### src/hw/rtl/tbgd_pkg.sv
// ----------------------------------------------------------------------------
// tbgd_pkg
// Shared types and constants for the two-button gesture detector.
// ----------------------------------------------------------------------------
package tbgd_pkg;

   localparam int unsigned CountWidth = 10;
   localparam int unsigned EventWidth = 5;

   localparam logic [CountWidth-1:0] HOLD_RESET = 10'd500;

   localparam logic [1:0] BOTH_PRESSED = 2'b11;
   localparam logic [1:0] NONE_PRESSED = 2'b00;

   localparam logic FUNC_TICK = 1'b0;
   localparam logic FUNC_TAKE = 1'b1;

   localparam int unsigned EV_LEFT_TAP     = 0;
   localparam int unsigned EV_RIGHT_TAP    = 1;
   localparam int unsigned EV_BOTH_TAP     = 2;
   localparam int unsigned EV_BOTH_HOLD    = 3;
   localparam int unsigned EV_ALL_RELEASED = 4;

   // only all_released latched
   localparam logic [EventWidth-1:0] EVENTS_RESET = 5'b1_0000;

   typedef logic [CountWidth-1:0] count_type;

   typedef struct packed {
      logic left_tap;
      logic right_tap;
      logic both_tap;
      logic both_hold;
      logic all_released;
      logic left_held;
      logic right_held;
   } rsp_type;

endpackage

### src/hw/rtl/tbgd_core.sv
// ----------------------------------------------------------------------------
// tbgd_core
// Gesture state registers and their per-request update.
// ----------------------------------------------------------------------------
module tbgd_core
   import tbgd_pkg::*;
(
   input  logic      clock,
   input  logic      reset,
   input  logic      req_fire,
   input  logic      func,
   input  logic [1:0] pressed,
   input  count_type threshold,
   output rsp_type   snapshot
);

   count_type                 single_count_ff [2];
   count_type                 single_count_in [2];
   count_type                 both_count_ff;
   count_type                 both_count_in;
   logic [1:0]                release_pending_ff;
   logic [1:0]                release_pending_in;
   logic [EventWidth-1:0]     events_ff;
   logic [EventWidth-1:0]     events_in;
   logic [1:0]                held_ff;
   logic [1:0]                held_in;
   logic                      both_active_ff;
   logic                      both_active_in;
   logic                      blocked_ff;
   logic                      blocked_in;
   logic                      any_pressed_ff;
   logic                      any_pressed_in;

   always_comb begin
      single_count_in[0] = single_count_ff[0];
      single_count_in[1] = single_count_ff[1];
      both_count_in      = both_count_ff;
      release_pending_in = release_pending_ff;
      events_in          = events_ff;
      held_in            = held_ff;
      both_active_in     = both_active_ff;
      blocked_in         = blocked_ff;
      any_pressed_in     = any_pressed_ff;

      if (req_fire && func == FUNC_TAKE) begin
         events_in = '0;
      end else if (req_fire && func == FUNC_TICK) begin
         held_in = 2'b00;
         if (pressed == NONE_PRESSED) begin
            if (any_pressed_ff) begin
               events_in[EV_ALL_RELEASED] = 1'b1;
            end
            if (!blocked_ff) begin
               if (both_active_ff) begin
                  events_in[EV_BOTH_TAP] = 1'b1;
               end else begin
                  events_in[EV_RIGHT_TAP:EV_LEFT_TAP] =
                     events_in[EV_RIGHT_TAP:EV_LEFT_TAP] | release_pending_ff;
               end
            end
            single_count_in[0] = '0;
            single_count_in[1] = '0;
            both_count_in      = '0;
            release_pending_in = 2'b00;
            both_active_in     = 1'b0;
            blocked_in         = 1'b0;
            any_pressed_in     = 1'b0;
         end else begin
            any_pressed_in = 1'b1;
            events_in[EV_ALL_RELEASED] = 1'b0;
            if (!blocked_ff) begin
               if (pressed == BOTH_PRESSED && single_count_ff[0] < threshold &&
                   single_count_ff[1] < threshold) begin
                  both_active_in     = 1'b1;
                  release_pending_in = 2'b00;
                  single_count_in[0] = '0;
                  single_count_in[1] = '0;
                  if (both_count_ff < threshold) begin
                     both_count_in = both_count_ff + 1'b1;
                  end
                  if (both_count_in == threshold) begin
                     events_in[EV_BOTH_HOLD] = 1'b1;
                     blocked_in = 1'b1;
                  end
               end else if (!both_active_ff) begin
                  for (int n = 0; n < 2; n++) begin
                     if (pressed[n]) begin
                        release_pending_in[n] = 1'b1;
                        if (single_count_ff[n] < threshold) begin
                           single_count_in[n] = single_count_ff[n] + 1'b1;
                        end
                        if (single_count_in[n] == threshold) begin
                           held_in[n] = 1'b1;
                        end
                     end else if (release_pending_ff[n]) begin
                        events_in[n]          = 1'b1;
                        release_pending_in[n] = 1'b0;
                        single_count_in[n]    = '0;
                     end
                  end
               end
            end
         end
      end
   end

   always_ff @(posedge clock) begin
      if (reset) begin
         single_count_ff[0] <= '0;
         single_count_ff[1] <= '0;
         both_count_ff      <= '0;
         release_pending_ff <= 2'b00;
         events_ff          <= EVENTS_RESET;
         held_ff            <= 2'b00;
         both_active_ff     <= 1'b0;
         blocked_ff         <= 1'b1;
         any_pressed_ff     <= 1'b0;
      end else begin
         single_count_ff[0] <= single_count_in[0];
         single_count_ff[1] <= single_count_in[1];
         both_count_ff      <= both_count_in;
         release_pending_ff <= release_pending_in;
         events_ff          <= events_in;
         held_ff            <= held_in;
         both_active_ff     <= both_active_in;
         blocked_ff         <= blocked_in;
         any_pressed_ff     <= any_pressed_in;
      end
   end

   assign snapshot.left_tap     = events_ff[EV_LEFT_TAP];
   assign snapshot.right_tap    = events_ff[EV_RIGHT_TAP];
   assign snapshot.both_tap     = events_ff[EV_BOTH_TAP];
   assign snapshot.both_hold    = events_ff[EV_BOTH_HOLD];
   assign snapshot.all_released = events_ff[EV_ALL_RELEASED];
   assign snapshot.left_held    = held_ff[0];
   assign snapshot.right_held   = held_ff[1];

endmodule

### src/hw/rtl/tbgd_rsp_buf.sv
// ----------------------------------------------------------------------------
// tbgd_rsp_buf
// Two-entry output register with skid slot for the response channel.
// ----------------------------------------------------------------------------
module tbgd_rsp_buf
   import tbgd_pkg::*;
(
   input  logic    clock,
   input  logic    reset,
   input  logic    push,
   input  rsp_type push_data,
   output logic    space,
   output logic    rsp_valid,
   input  logic    rsp_ready,
   output rsp_type rsp_data
);

   logic    out_valid_ff;
   logic    out_valid_in;
   rsp_type out_data_ff;
   rsp_type out_data_in;
   logic    skid_valid_ff;
   logic    skid_valid_in;
   rsp_type skid_data_ff;
   rsp_type skid_data_in;
   logic    pop;

   assign pop = out_valid_ff && rsp_ready;

   always_comb begin
      out_valid_in  = out_valid_ff;
      out_data_in   = out_data_ff;
      skid_valid_in = skid_valid_ff;
      skid_data_in  = skid_data_ff;
      if (!out_valid_ff || pop) begin
         if (skid_valid_ff) begin
            out_valid_in  = 1'b1;
            out_data_in   = skid_data_ff;
            skid_valid_in = push;
            skid_data_in  = push_data;
         end else begin
            out_valid_in = push;
            out_data_in  = push_data;
         end
      end else if (push) begin
         skid_valid_in = 1'b1;
         skid_data_in  = push_data;
      end
   end

   always_ff @(posedge clock) begin
      if (reset) begin
         out_valid_ff  <= 1'b0;
         skid_valid_ff <= 1'b0;
      end else begin
         out_valid_ff  <= out_valid_in;
         skid_valid_ff <= skid_valid_in;
      end
      out_data_ff  <= out_data_in;
      skid_data_ff <= skid_data_in;
   end

   assign space     = !skid_valid_ff;
   assign rsp_valid = out_valid_ff;
   assign rsp_data  = out_data_ff;

endmodule

### src/hw/rtl/two_button_gesture_detector.sv
// ----------------------------------------------------------------------------
// two_button_gesture_detector
// Tap / hold gesture detection on two buttons with latched events.
//
// Request channel (req_): func 0 is a timer tick carrying the sampled
// buttons in pressed; func 1 takes the latched events and clears them.
// A tick gives no response; a take gives one response on rsp_.
// Config channel (csr_): writes hold_threshold; always ready.
// A take's response enters the output register, or the skid slot if
// that is full. Throughput: one request per cycle while req_ready is
// high. With the output register and one skid slot, req_ready drops
// only when both hold unaccepted responses, i.e. after two stalled takes.
// Reset: hold_threshold returns to 500, only all_released is latched,
// and gestures are blocked until all buttons are seen released.
// ----------------------------------------------------------------------------
module two_button_gesture_detector
   import tbgd_pkg::*;
(
   input  logic       clock,
   input  logic       reset,
   input  logic       req_valid,
   output logic       req_ready,
   input  logic       req_func,
   input  logic [1:0] req_pressed,
   output logic       rsp_valid,
   input  logic       rsp_ready,
   output logic       rsp_left_tap,
   output logic       rsp_right_tap,
   output logic       rsp_both_tap,
   output logic       rsp_both_hold,
   output logic       rsp_all_released,
   output logic       rsp_left_held,
   output logic       rsp_right_held,
   input  logic       csr_valid,
   output logic       csr_ready,
   input  logic [9:0] csr_wdata
);

   count_type threshold_ff;
   logic      req_fire;
   logic      space;
   rsp_type   snapshot;
   rsp_type   rsp_data;

   assign csr_ready = 1'b1;
   assign req_ready = space;
   assign req_fire  = req_valid && req_ready;

   always_ff @(posedge clock) begin
      if (reset) begin
         threshold_ff <= HOLD_RESET;
      end else if (csr_valid) begin
         threshold_ff <= csr_wdata;
      end
   end

   tbgd_core u_core (
      .clock     (clock),
      .reset     (reset),
      .req_fire  (req_fire),
      .func      (req_func),
      .pressed   (req_pressed),
      .threshold (threshold_ff),
      .snapshot  (snapshot)
   );

   tbgd_rsp_buf u_rsp_buf (
      .clock     (clock),
      .reset     (reset),
      .push      (req_fire && req_func == FUNC_TAKE),
      .push_data (snapshot),
      .space     (space),
      .rsp_valid (rsp_valid),
      .rsp_ready (rsp_ready),
      .rsp_data  (rsp_data)
   );

   assign rsp_left_tap     = rsp_data.left_tap;
   assign rsp_right_tap    = rsp_data.right_tap;
   assign rsp_both_tap     = rsp_data.both_tap;
   assign rsp_both_hold    = rsp_data.both_hold;
   assign rsp_all_released = rsp_data.all_released;
   assign rsp_left_held    = rsp_data.left_held;
   assign rsp_right_held   = rsp_data.right_held;

endmodule
### config.mk
export PLATFORM = sky130hd
export DESIGN_NAME = two_button_gesture_detector
export DESIGN_NICKNAME = d
export VERILOG_FILES = /design/src/hw/rtl/tbgd_pkg.sv /design/src/hw/rtl/tbgd_core.sv /design/src/hw/rtl/tbgd_rsp_buf.sv /design/src/hw/rtl/two_button_gesture_detector.sv
export SDC_FILE = /design/constraint.sdc
export NUM_CORES = 1
export LEC_CHECK = 0
export ABC_CLOCK_PERIOD_IN_PS = 6000
export BUFFER_PORTS_ARGS = -buffer_cell sky130_fd_sc_hd__buf_2
export CORE_UTILIZATION = 65
export DETAILED_ROUTE_END_ITERATION = 12
export GPL_TIMING_DRIVEN = 0
export PLACE_DENSITY = 0.87
export SYNTH_ARGS = -nofsm -noshare
export SYNTH_HDL_FRONTEND = slang
export SYNTH_SLANG_ARGS = --single-unit
export TNS_END_PERCENT = 50
### constraint.sdc
create_clock -name clock -period 6 [get_ports clock]
set_input_delay 0.6 -clock clock [delete_from_list [all_inputs] [get_ports clock]]
set_output_delay 0.6 -clock clock [all_outputs]
set_load 0.01 [all_outputs]
======== Yosys cells after proc, flatten, opt, wreduce, memory -nomap -nowiden ========
Memory sizes are Yosys's and may differ from the RTL's.
Index checks and enable logic that the tools add are counted.
storage, ports and cells
  register bits ........................... 48
  memory bits (writable) .................. 20
  input port bits ......................... 18
  output and inout bits ................... 10
  word-level logic and storage cells ...... 169
  memories kept ........................... 1
operators by class
  add/subtract/negate cells ............... 3
  magnitude comparators ................... 3
  equality and inequality tests ........... 11
  muxes and demuxes ....................... 90
  bitwise operators ....................... 8
  reduce and logical (&&, ||, !) cells .... 25
memories
  name                    depth  bits a word  read ports  clocked after memory_dff  wr ports  line             text
  u_core.single_count_ff  2      10           2           0                         2         tbgd_core.sv:17  count_type single_count_ff [2];
operator list
  operator                                                count
  two-way mux 10 bit                                      31
  two-way mux 20 bit                                      6
  two-way mux 1 bit                                       33
  adder 10 x 1 -> 10 bit (second input constant)          3
  equality test 10 bit                                    3
  less-than comparator 10 bit                             3
  two-way mux 7 bit                                       4
  two-way mux 2 bit                                       13
  AND reduction 4 bit                                     3
  AND reduction 6 bit                                     2
  two-way mux 5 bit                                       2
  nonzero test 2 bit                                      5
  inequality test 2 x 1 -> 1 bit (second input constant)  4
  logical AND 1 bit                                       6
  AND reduction 2 bit                                     3
  NOT 1 bit                                               5
  AND reduction 5 bit                                     1
  two-way mux 3 bit                                       1
  inequality test 3 x 1 -> 1 bit (second input constant)  1
  inequality test 3 bit (second input constant)           1
  equality test 2 bit (second input constant)             1
  zero test 1 bit                                         2
  zero test 2 bit                                         1
  inequality test 2 bit (second input constant)           1
  4 further kinds                                         5

======== Logic depth before layout (Yosys ltp) ========
An unclocked memory read counts as a cell.
  depth after elaboration ................. 18
  mapped depth ............................ 13
  mapped depth without buffers ............ 10

======== Hierarchy ========
A second synthesis with hierarchy kept.
second synthesis, totals
  cells, all modules ...................... 543
  area total of the unflattened synthesis .. 4712.0 um2
modules (own cells, without submodules)
  module                       times used  cells an instance  area each (um2)
  tbgd_core                    1           474                3694.8
  tbgd_rsp_buf                 1           33                 625.6
  two_button_gesture_detector  1           36                 391.6

======== Worst setup path after synthesis ========
OpenSTA, ideal clock, no wires.
  path type ............................... register -> register
  from .................................... register threshold_ff[1]
  to ...................................... register u_core.held_ff[0]
  setup time .............................. 0.084 ns
  arrival ................................. 2.689 ns
  path slack .............................. 3.226 ns
  cell stages (with the launch flop) ...... 11
  path buffers ............................ 1
  path through ............................ dfxtp_1 > clkbuf_1 > inv_1 > ha_1 > a21o_1 > a211o_1 > nor2_2 > nand4_2 > mux2_1 > or4b_1 > o31ai_2
on the way
  longest elaborated chain between the ends .. 16
  elaborated cells on any way between the ends .. 19
RTL lines
  item                         line                               text
  start, declared              two_button_gesture_detector.sv:39  count_type threshold_ff;
  start signal, assigned       two_button_gesture_detector.sv:53  threshold_ff <= csr_wdata;
  less-than comparator 10 bit  tbgd_core.sv:72, tbgd_core.sv:89
  two-way mux 10 bit           tbgd_core.sv:89                    if (single_count_ff[n] < threshold) begin
  two-way mux 10 bit           tbgd_core.sv:87                    if (pressed[n]) begin
  two-way mux 10 bit           tbgd_core.sv:85                    end else if (!both_active_ff) begin
  two-way mux 10 bit           tbgd_core.sv:72                    if (pressed == BOTH_PRESSED && single_count_ff[0] < threshold &&
  two-way mux 10 bit           tbgd_core.sv:71                    if (!blocked_ff) begin
  two-way mux 10 bit           tbgd_core.sv:49                    if (pressed == NONE_PRESSED) begin
  two-way mux 10 bit           tbgd_core.sv:47                    end else if (req_fire && func == FUNC_TICK) begin
  two-way mux 10 bit           tbgd_core.sv:45                    if (req_fire && func == FUNC_TAKE) begin
  equality test 10 bit         tbgd_core.sv:92                    if (single_count_in[n] == threshold) begin
  two-way mux 1 bit            tbgd_core.sv:92
  two-way mux 1 bit            tbgd_core.sv:87
  two-way mux 2 bit            tbgd_core.sv:85
  two-way mux 2 bit *          tbgd_core.sv:72
  two-way mux 2 bit *          tbgd_core.sv:71
  two-way mux 2 bit *          tbgd_core.sv:49
  end signal, assigned         tbgd_core.sv:124                   held_ff <= held_in;
  end, declared                tbgd_core.sv:25                    logic [1:0] held_ff;
Every way passes the cells marked *; elsewhere a longest branch is shown, timed or not. The select of a mux whose other input is x is not followed.
A chain may end at the register's enable or synchronous reset.

======== Worst setup path after layout ========
  from .................................... register threshold_ff[9]
  to ...................................... register u_core.held_ff[0]
The elaborated chain is that of the path after synthesis.

==> out/results.tsv <==
metric	value	unit
synthesis.area	4460	µm²
postSynthRegisterBits	68	
count_of_input_and_output_buffers	22	
initial_cell_density_of_the_core	68.6	%
proportion_of_register_bits_with_asynchronous_set_or_reset_after_synthesis	0	%
slew_headroom	53.2	%
status	finished with violations	
clock_tree.htree_level_count	3	
grt_pass1_vias	4018	
place_hpwl	8790	µm
kind_of_launch_point_of_the_worst_setup_path	flop	
min_from	csr_wdata[7]	
count_of_yosys_warnings_during_synthesis	0	
place.gp.congestion	0.899	
placedCellCount	631	
final_nets	613	
wirelength	12100	µm
timing.critical_path.max_delay_family	compound AO/OA/AOI/OAI gates	
finalMaxSlewViolations	0	
leakage_component_of_the_power	0.00189	µW
seq_power_share	47.6	%
synth_sequential_area_ratio	33.7	%
reg2regPathDepth	11	
cts-root-to-sink-buffers	2	
cp_cell_sequence	clkbuf_1 -> inv_1 -> ha_1 -> nand4_1 -> nor2_1 -> a211o_1 -> nor2_2 -> a31oi_1 -> o21ai_0 -> or4b_1 -> o31ai_2	
place_area	4660	µm²
global_route_wire_length_before_repair	19500	µm
design_area	4890	µm²
crit_start	threshold_ff[9]	
largest_net_degree_at_the_start_of_global_routing	14	
timing_worst_setup_path_type	flop to flop	
fin_skew	0.0118	ns
drive_gt1_share	10.9	%
share_clk_of_total_power	42.6	%
clock_sinks	68	
grt.total_usage	35.2	%
netlist-cell-type-count	56	
fp.dieArea	7190	µm²
crit_path_max_fanout	5	
required	6.29	ns
grt_setup_unrepaired	false	
min_delay_path_depth	3	
cts_setup_buffers	0	
cts_hold_buffers	0	
post_synth_xor_area_fraction	8.26	%
cts_resized	0	
die-width	84.8	µm
postSynthNetCount	580	
dr_total_vias	4420	
regToRegStartpoint	threshold_ff[9]	
hold_critical_path_endpoint	threshold_ff[7]	
compound_cell_area_share_of_the_yosys_netlist	20.9	%
synth_enable_flop_cells	14	
end_kind	flop	
synthCells	532	
clkSlewWorstSetupHoldPaths	0.08	ns
number_of_diodes	0	
timing.critical_path.slowest_stage_cell	sky130_fd_sc_hd__a31oi_1	
area_growth	9.66	%
vdd_ir_drop_max	0.121	mV
worstPathArrival	3.88	ns
syn_avg_cell_area	8.38	µm²
final_layout_setup_total_negative_slack	0	ns
floorplan.io_pins	28	
final-setup-viol-count	0	
p_total	1010	µW
timing.final.hold_violations	0	
clock_tree.root_cell	sky130_fd_sc_hd__clkbuf_8	
synth_fa_ha_area_share	8.42	%
routed_wire_length_per_instance	18.7	µm
worst-path-buf-inv	2	
power_density	207	nW/µm²
synth_ff_type	sky130_fd_sc_hd__dfxtp_1	
worstMarginPinSlew	0.699	ns
share_of_synthesized_area_spent_on_multiplexers	3.82	%
p_int	747	µW
routed_via_density	6.83	
drt_pre_antenna_iters	11	
power_frac_comb	9.8	%
drcViolationCount	3	
fin_cells	647	
max-cap-violations	0	
max_stage_delay	0.58	ns
combinational_family_with_the_most_area_after_synthesis	compound AO/OA/AOI/OAI gates	
max_freq	278	MHz
antenna_found_initial	0	
overflow_after_grt	0	
route.antenna.remaining_nets	0	
floorplan.rows	29	
power.share.switching	26.3	%
rrSetupSlack	2.41	ns
post_synth_and_or_nand_nor_area_fraction	20.4	%
worst_hold_path_type	primary input to flop	
drt-initial-drc-count	424	
finalWorstPathRequiredPeriod	3.59	ns
crit-reg2reg-capture	u_core.held_ff[0]	
tritoncts	built	
cts_buffers	9	
power.net_switching	267	µW
most_common_cell_after_layout_fill_and_taps_aside	sky130_fd_sc_hd__dfxtp_1	
final.period_utilization	59.9	%
die_y	84.8	µm
placeableCoreArea	6490	µm²
violated_checks	design-rule violations	
layout.cells.most_common_list	sky130_fd_sc_hd__dfxtp_1, sky130_fd_sc_hd__nand2_1, sky130_fd_sc_hd__nor2_1, sky130_fd_sc_hd__a21oi_1, sky130_fd_sc_hd__ha_1	
clk-insertion-delay-late	0.37	ns
## final cells by class
class | instances | area (µm²)
Buffer | 29 | 125
Fill cell | 498 | 1610
Sequential cell | 68 | 1500
Multi-Input combinational cell | 416 | 2760
Inverter | 19 | 71.3
Clock inverter | 7 | 100
Timing Repair Buffer | 22 | 110
Tap cell | 77 | 96.3
Clock buffer | 9 | 124
## layer usage
layer,vias to the layer above,global-route usage (%),wire (µm)
li1,2028,-,-
met1,2073,43.8,4910
met2,277,56.5,5610
met3,42,6.69,1150
met4,0,21.7,447
met5,-,0,0
## cells in the mapped netlist, drive strengths merged, types with 9 or more instances
master	number	area share, %
clkbuf	22	1.9
a211oi	9	1.5
xnor2	22	4.3
inv	19	1.6
o21ai	28	3.1
a31oi	18	2.5
nand2b	11	1.5
nand3	17	1.9
ha	30	8.4
nand4	11	1.7
a311oi	16	3.1
xor2	20	3.9
a21oi	37	4.2
dfxtp	54	24
edfxtp	14	9.4
nand2	50	4.2
nor3	14	1.6
nor2	43	3.7
## power groups by stage
stage                     logic (µW)  clock network [µW]  registers [µW]
after CTS                       97.2                 433             482
after global routing             108                 453             483
after global placement          91.6                   0             493
final                           99.8                 431             483
after floorplan                 67.4                   0             491
after detailed placement        96.2                   0             493
## through the flow
stage,setup slack [ns],utilization [%],hold slack (ns)
after detailed placement,2.59,71.8,0.463
after CTS,2.52,75.2,0.443
after global placement,2.65,71.8,0.446
after floorplan,3.23,-,0.426
final,2.41,75.2,0.447
after global routing,2.23,75.2,0.459
## registers in the layout, summed over array words and instances (netlist names), 2 cells and up
| register | cells |
|---|---|
| u_core.single_count_ff | 20 |
| u_core.held_ff | 2 |
| u_core.events_ff | 5 |
| u_rsp_buf.rsp_data | 7 |
| u_core.release_pending_ff | 2 |
| threshold_ff | 10 |
| u_core.both_count_ff | 10 |
| u_rsp_buf.skid_data_ff | 7 |
## worst register-to-register path, cell delays in order (launching register included)
cell and delay, ns:
sky130_fd_sc_hd__dfxtp_1 0.32, sky130_fd_sc_hd__clkbuf_1 0.40, sky130_fd_sc_hd__inv_1 0.29, sky130_fd_sc_hd__ha_1 0.37, sky130_fd_sc_hd__nand4_1 0.14, sky130_fd_sc_hd__nor2_1 0.19
sky130_fd_sc_hd__a211o_1 0.20, sky130_fd_sc_hd__nor2_2 0.08, sky130_fd_sc_hd__a31oi_1 0.58, sky130_fd_sc_hd__o21ai_0 0.23, sky130_fd_sc_hd__or4b_1 0.55, sky130_fd_sc_hd__o31ai_2 0.18
## cell families (layout without fill, tap and decap cells)
| kind of cell | count (synthesis) | in the layout |
|---|---|---|
| adder cells (fa/ha/maj) | 30 | 30 |
| flip-flops | 68 | 68 |
| AO/OA/AOI/OAI | 142 | 142 |
| multiplexers | 16 | 16 |
| XOR/XNOR | 42 | 42 |
| AND/OR/NAND/NOR | 185 | 185 |
| other | 1 | 1 |
| buffers and inverters | 48 | 86 |
## worst max-delay path by stage
stage,endpoint,cells past startpoint
floorplan,u_core.held_ff[0],10
CTS,u_core.both_count_ff[9],13
global route,u_core.single_count_ff[0][13],12
global placement,u_core.held_ff[0],10
detailed placement,u_core.both_count_ff[9],13
finish,u_core.held_ff[0],11
Note: power is estimated with default switching activity, not from simulation.
